### config.mk
export PLATFORM = sky130hd
export DESIGN_NAME = fdl_mulq
export DESIGN_NICKNAME = d
export VERILOG_FILES = /design/src/hdl/assert_macros.svh /design/src/hdl/fdl_pkg.sv /design/src/hdl/fdl_mulq.sv
export SDC_FILE = /design/constraint.sdc
export NUM_CORES = 2
export LEC_CHECK = 0
export BUFFER_PORTS_ARGS = -buffer_cell sky130_fd_sc_hd__buf_4
export CORE_UTILIZATION = 52
export DETAILED_ROUTE_END_ITERATION = 8
export HOLD_SLACK_MARGIN = 0.03
export PLACE_DENSITY = 0.67
export SKIP_CTS_REPAIR_TIMING = 1
export SLEW_MARGIN = 10
export SYNTH_ARGS = -nofsm -noshare
export SYNTH_HDL_FRONTEND = slang
export SYNTH_SLANG_ARGS = --single-unit
### constraint.sdc
create_clock -name clk_i -period 11.6 [get_ports clk_i]
set_clock_uncertainty 0.05 [all_clocks]
set_input_delay 1.74 -clock clk_i [delete_from_list [all_inputs] [get_ports clk_i]]
set_output_delay 1.74 -clock clk_i [all_outputs]
set_load 0.03 [all_outputs]
### src/hdl/assert_macros.svh
// Assertion helpers shared by the RTL.
`ifndef ASSERT_MACROS_SVH
`define ASSERT_MACROS_SVH

`ifndef SYNTHESIS
// Property checked on every rising edge outside reset.
`define ASSERT_PROP(lbl, clk, rst_n, prop, msg) \
  lbl: assert property (@(posedge clk) disable iff (!rst_n) (prop)) else $error(msg);
// Condition that must never hold outside reset.
`define ASSERT_NEVER(lbl, clk, rst_n, expr, msg) \
  `ASSERT_PROP(lbl, clk, rst_n, !(expr), msg)
`else
`define ASSERT_PROP(lbl, clk, rst_n, prop, msg)
`define ASSERT_NEVER(lbl, clk, rst_n, expr, msg)
`endif

`endif

### src/hdl/fdl_pkg.sv
`default_nettype none

package fdl_pkg;

  // Configuration register indexes
  localparam int CFG_IDX_W = 3;
  localparam logic [CFG_IDX_W-1:0] REG_LEVEL_TGT  = 3'd0;
  localparam logic [CFG_IDX_W-1:0] REG_DELAY_TGT  = 3'd1;
  localparam logic [CFG_IDX_W-1:0] REG_FB_TGT     = 3'd2;
  localparam logic [CFG_IDX_W-1:0] REG_COEF_LEVEL = 3'd3;
  localparam logic [CFG_IDX_W-1:0] REG_COEF_TIME  = 3'd4;
  localparam logic [CFG_IDX_W-1:0] REG_COEF_FB    = 3'd5;
  localparam logic [CFG_IDX_W-1:0] REG_COEF_LP    = 3'd6;
  localparam logic [CFG_IDX_W-1:0] REG_COEF_HP    = 3'd7;
  localparam int CFG_DATA_W = 24;

  // Reset values of the registers
  localparam logic [15:0] LEVEL_TGT_RST  = 16'd0;
  localparam logic [23:0] DELAY_TGT_RST  = 24'd256;
  localparam logic [15:0] FB_TGT_RST     = 16'd0;
  localparam logic [15:0] COEF_LEVEL_RST = 16'd69;
  localparam logic [15:0] COEF_TIME_RST  = 16'd26;
  localparam logic [15:0] COEF_FB_RST    = 16'd43;
  localparam logic [15:0] COEF_LP_RST    = 16'd19520;
  localparam logic [15:0] COEF_HP_RST    = 16'd771;

  // Gain operand of the shared multiply unit (nonnegative, signed form)
  localparam int MUL_A_W = 18;

  // Delay memory port controls
  typedef struct packed {
    logic rd;
    logic wr;
  } mem_ctl_t;

endpackage

`default_nettype wire

### src/hdl/fdl_mulq.sv
`default_nettype none

// Shared multiply unit: res = floor(a * d / 65536) for a >= 0.
// d is split into a signed high part and an unsigned low 16 bits; both
// partial products are registered, the sum follows on the register outputs.
module fdl_mulq #(
  parameter int DW = 42
) (
  input  wire logic                              clk_i,
  input  wire logic                              go_i,
  input  wire logic signed [fdl_pkg::MUL_A_W-1:0] a_i,
  input  wire logic signed [DW-1:0]              d_i,
  output logic signed [DW+2:0]                   res_o
);

  localparam int HW = fdl_pkg::MUL_A_W + DW - 16;
  localparam int LW = fdl_pkg::MUL_A_W + 16;

  logic signed [HW-1:0] hi_q;
  logic [LW-1:0]        lo_q;
  logic signed [DW-17:0] d_hi;

  assign d_hi = d_i[DW-1:16];

  // Partial products, held while no new operation is issued
  always_ff @(posedge clk_i) begin
    if (go_i) begin
      hi_q <= a_i * d_hi;
      lo_q <= LW'($unsigned(a_i)) * LW'(d_i[15:0]);
    end
  end

  assign res_o = (DW+3)'(hi_q) + $signed({1'b0, lo_q[LW-1:16]});

endmodule

`default_nettype wire

==> Word level (Yosys, flattened, before mapping) <==
Index checks and enable logic that the tools add are counted.
{ "totals": {"register_bits": 78, "wordCells": 5, "out_inout_bits": 45, "in_bits": 62} }
{ "classes": {"n_addsub": 1, "mul": 2} }
{ "op_table": {"columns": ["operator", "count"], "rows": [
  ["$add A44 B19 Y45", 1],
  ["$mul A18 B26 Y44", 1],
  ["$mul A18 B16 Y34", 1]
]} }

==> Longest topological paths before layout <==
{ "depth": {"depth_word": 1, "mapped_depth": 24, "mapped_depth_nobuf": 23} }

==> Worst setup path after synthesis <==
Ideal clock, no wire load.
{ "synth_path": {"path_type": "input-to-reg", "start": "input port d_i[26]", "end": "register hi_q[40], data pin", "setup_ns": 0.261, "arrival_ns": 7.739, "n_path_buf": 2, "cell_stages": 22, "required_ns": 11.289, "setup_slack_ns": 3.550, "cell_sequence": "clkbuf_1 clkbuf_1 nand2_1 fa_1 fa_1 fa_1 fa_1 inv_1 fa_1 inv_1 fa_1 inv_1 ha_1 a21oi_1 o21ai_0 a2111oi_0 or4b_1 a31o_2 o21ai_2 a311oi_1 nor3_1 a311o_1"} }
{ "synth_via": {"elab_chain_cells": 1} }
{ "synth_lines": {"columns": ["element", "line", "rtl"], "rows": [
  ["from (decl)", "fdl_mulq.sv:12", "input wire logic signed [DW-1:0] d_i,"],
  ["$mul A18 B26 Y44", "fdl_mulq.sv:28", "hi_q <= a_i * d_hi;"],
  ["to (signal assigned)", "fdl_mulq.sv:28", null],
  ["to (decl)", "fdl_mulq.sv:19", "logic signed [HW-1:0] hi_q;"]
]} }
No other way between the ends.
A chain may end at the register's enable or synchronous reset.

==> Worst setup path after layout <==
{ "layout_path": {"start": "input port a_i[3] in the netlist's numbering", "end": "register hi_q[42], data pin"} }
{ "layout_via": {"elab_chain_cells": 1} }
{ "layout_lines": {"columns": ["element", "line", "rtl"], "rows": [
  ["from (decl)", "fdl_mulq.sv:11", "input wire logic signed [fdl_pkg::MUL_A_W-1:0] a_i,"],
  ["$mul A18 B26 Y44", "fdl_mulq.sv:28", null]
]} }
No other way between the ends.

==> results by group <==
Run status
  – Status: finished, final reports clean

Place
  – Placed inst area: between 20000 and 30000 sq um
  – GPL Wtd Cong: approximately 0.97
  – I/O Buffers: 106
  – DP Wirelength: between 50 and 60 mm

STA
  – Slew Limit Fails: 0
  – Tmin final: ~8.7 ns
  – Slew headroom: 0.223
  – Fmax: 115 MHz
  – Unrepaired setup endpoints after global routing: no
  – Worst slew pin tran: around 1.2 ns
  – Final Hold Violating Endpoints: 0
  – Final setup TNS: 0 ns
  – # setup viols final: 0
  – Final period utilization: 0.749

Setup path
  – Crit Path Max Fanout: 42
  – CP Capture Type: register
  – Worst EP arrival: 8.74 ns
  – Startpoint Class: input pin
  – WS Path Type: input pin to register
  – Required @ worst endpoint: about 12 ns

Detailed routing
  – Drt drc: 0
  – Vias/cell: roughly 5.5
  – 1st-pass router iterations: 5
  – 1st-iter DRT viols: between 1k and 1.5k
  – Vias post-DR: 21.1k
  – WL final: 70.3 mm
  – DRT antenna net count: 0
  – DR WL/cell: 18.2 um

Run
  – Max-cap violations: 0

Final layout
  – Share of layout cells above drive strength 1: 0.0430
  – Layout area overhead: 5.06%
  – Post-route cell area: 30100 sq um
  – Fin nets: 4126
  – Final core occ: 0.556

Global route
  – Antenna violations before repair: 7
  – Overall Global Routing Usage: 0.269
  – First-pass GRT wire length: 117 mm
  – Number of global-route vias before repair: roughly 23k
  – Largest net degree at the start of global routing: between 60 and 70
  – GR Overflow Total: 0

Clock tree
  – TritonCTS clock tree: built
  – Num CTS Buffers: 9
  – Root Buffer: clkbuf_16
  – CTS max path bufs: 2
  – # H-tree levels: 3
  – Clk sink count: 62
  – Clock slew at reported path FFs: around 0.06 ns

Logic synthesis
  – Number of synthesis warnings: 0
  – Syn_nets: between 4k and 5k
  – Synthesized cell area: between 20000 and 30000 sq um
  – Synthesis-stage register bit count: 62
  – Ys flop type: edfxtp_1
  – EDFF count, synth: 62
  – Syn Inst Count: 3180
  – Count of cell types in the netlist: roughly 60
  – Post-synthesis sequential area ratio: 0.0650
  – Syn avg cell area: approximately 9 sq um
  – Ys async rst share: 0

Floorplan
  – Die Ht: 237 um
  – Die W: around 240 um
  – Starting Density: 0.529
  – Std-Cell Core Area: around 54000 sq um
  – # rows: between 80 and 90
  – Top Ports: 107
  – Die Area: roughly 56000 sq um

Worst hold path
  – Worst min-delay path category: input pin to register
[worst max-delay path, cell delays in order]
cell and delay (ns):
buf_4 0.44, nand2_1 0.16, fa_1 0.55, fa_1 0.53
fa_1 0.53, inv_1 0.06, fa_1 0.48, fa_1 0.49
inv_1 0.05, fa_1 0.48, inv_1 0.04, ha_1 0.37
a21oi_1 0.16, o21ai_0 0.17, a2111oi_0 0.74, or4b_1 0.33
a31o_2 0.23, o21ai_2 0.10, a311oi_1 0.64, o21ai_0 0.21
xor2_1 0.20
[cells by family after synthesis]
logic type                 share of synthesized area
and+or+nand+nor                                0.159
buffers and inverters                          0.125
adders and majority gates                      0.575
AOI/OAI and AO/OA                             0.0459
xor gates and xnor gates                      0.0293
DFF                                           0.0650
muxes                                       0.000699
[per-layer routing]
layer,vias to the layer above,GRT usage,routed length [um]
met5,-,0,55
met4,8,0.116,3260
met3,170,0.0464,5050
met2,755,0.465,34500
met1,10900,0.331,27400
li1,9273,-,-
[layout by cell type (no fill, tap or decap), drive strengths merged, types with 6 or more instances in the layout]
| cell type | netlist | final |
|---|---|---|
| nor2 | 70 | 70 |
| o211ai | 7 | 7 |
| o21bai | 7 | 7 |
| nor3b | 6 | 6 |
| nor4 | 8 | 8 |
| o21a | 14 | 14 |
| o21ai | 36 | 36 |
| and2 | 269 | 269 |
| xnor2 | 58 | 58 |
| buf | 0 | 109 |
| clkbuf | 145 | 9 |
| nand2 | 504 | 504 |
| nor3 | 21 | 21 |
| nand2b | 13 | 13 |
| fa | 679 | 679 |
| xor2 | 38 | 38 |
| inv | 811 | 812 |
| nand3 | 15 | 15 |
| edfxtp | 62 | 62 |
| ha | 230 | 230 |
| nor2b | 9 | 9 |
| o31a | 6 | 6 |
| a21o | 22 | 22 |
| nand4 | 11 | 11 |
| and3 | 12 | 12 |
| a21oi | 55 | 55 |
| o31ai | 6 | 6 |
| a211oi | 11 | 11 |
[synthesized netlist by cell type (6+ instances only)]
cell type	n	area, sq um
edfxtp_1	62	1860
a21oi_1	55	275
o211ai_1	7	52.6
nand4_1	11	68.8
nand3_1	15	75.1
a211oi_1	11	82.6
clkbuf_1	145	544
nand2b_1	13	81.3
o21ai_0	33	165
o21a_1	14	105
nor3b_1	6	45.0
xnor2_1	58	508
nor2_1	70	263
and2_1	269	1680
o21bai_1	7	52.6
and3_1	12	75.1
fa_1	679	13600
nor4_1	8	50.1
nor2b_1	9	56.3
ha_1	230	2880
nor3_1	21	105
o31a_1	6	52.6
nand2_1	504	1890
a21o_1	22	165
inv_1	811	3040
xor2_1	38	333
[flip-flops by register name (all words and copies together) (netlist names)]
name,count
hi_q,44
lo_q,18
[path summary, 6_finish.rpt]
path	startpoint	endpoint	slack, ns	depth (start not counted)
worst max-delay path	a_i[3]	hi_q[42]$_DFFE_PP_	2.91	21
worst min-delay path	d_i[16]	hi_q[0]$_DFFE_PP_	1.90	2
[metrics by stage]
stage               hold WS (ns)  instances  worst slack [ns]
floorplan                   1.80       3180              3.55
global placement            2.25       3840              2.64
detailed placement          2.26       3840              2.58
CTS                         1.89       3856              2.96
global route                1.90       3856              2.57
finish                      1.90       3857              2.91
[layout make-up]
type	instances	area, sq um
fillers	4788	24000
multi-input cells	2162	23200
inverters	811	3040
flip-flops and latches	62	1860
well taps	696	871
repair buffers	109	818
clock buffers	9	225
clock inverters	7	73.8
diodes	1	2.50
Power is not shown: default switching activity piles up to over one toggle a cycle in this logic, so the estimate is an artifact.
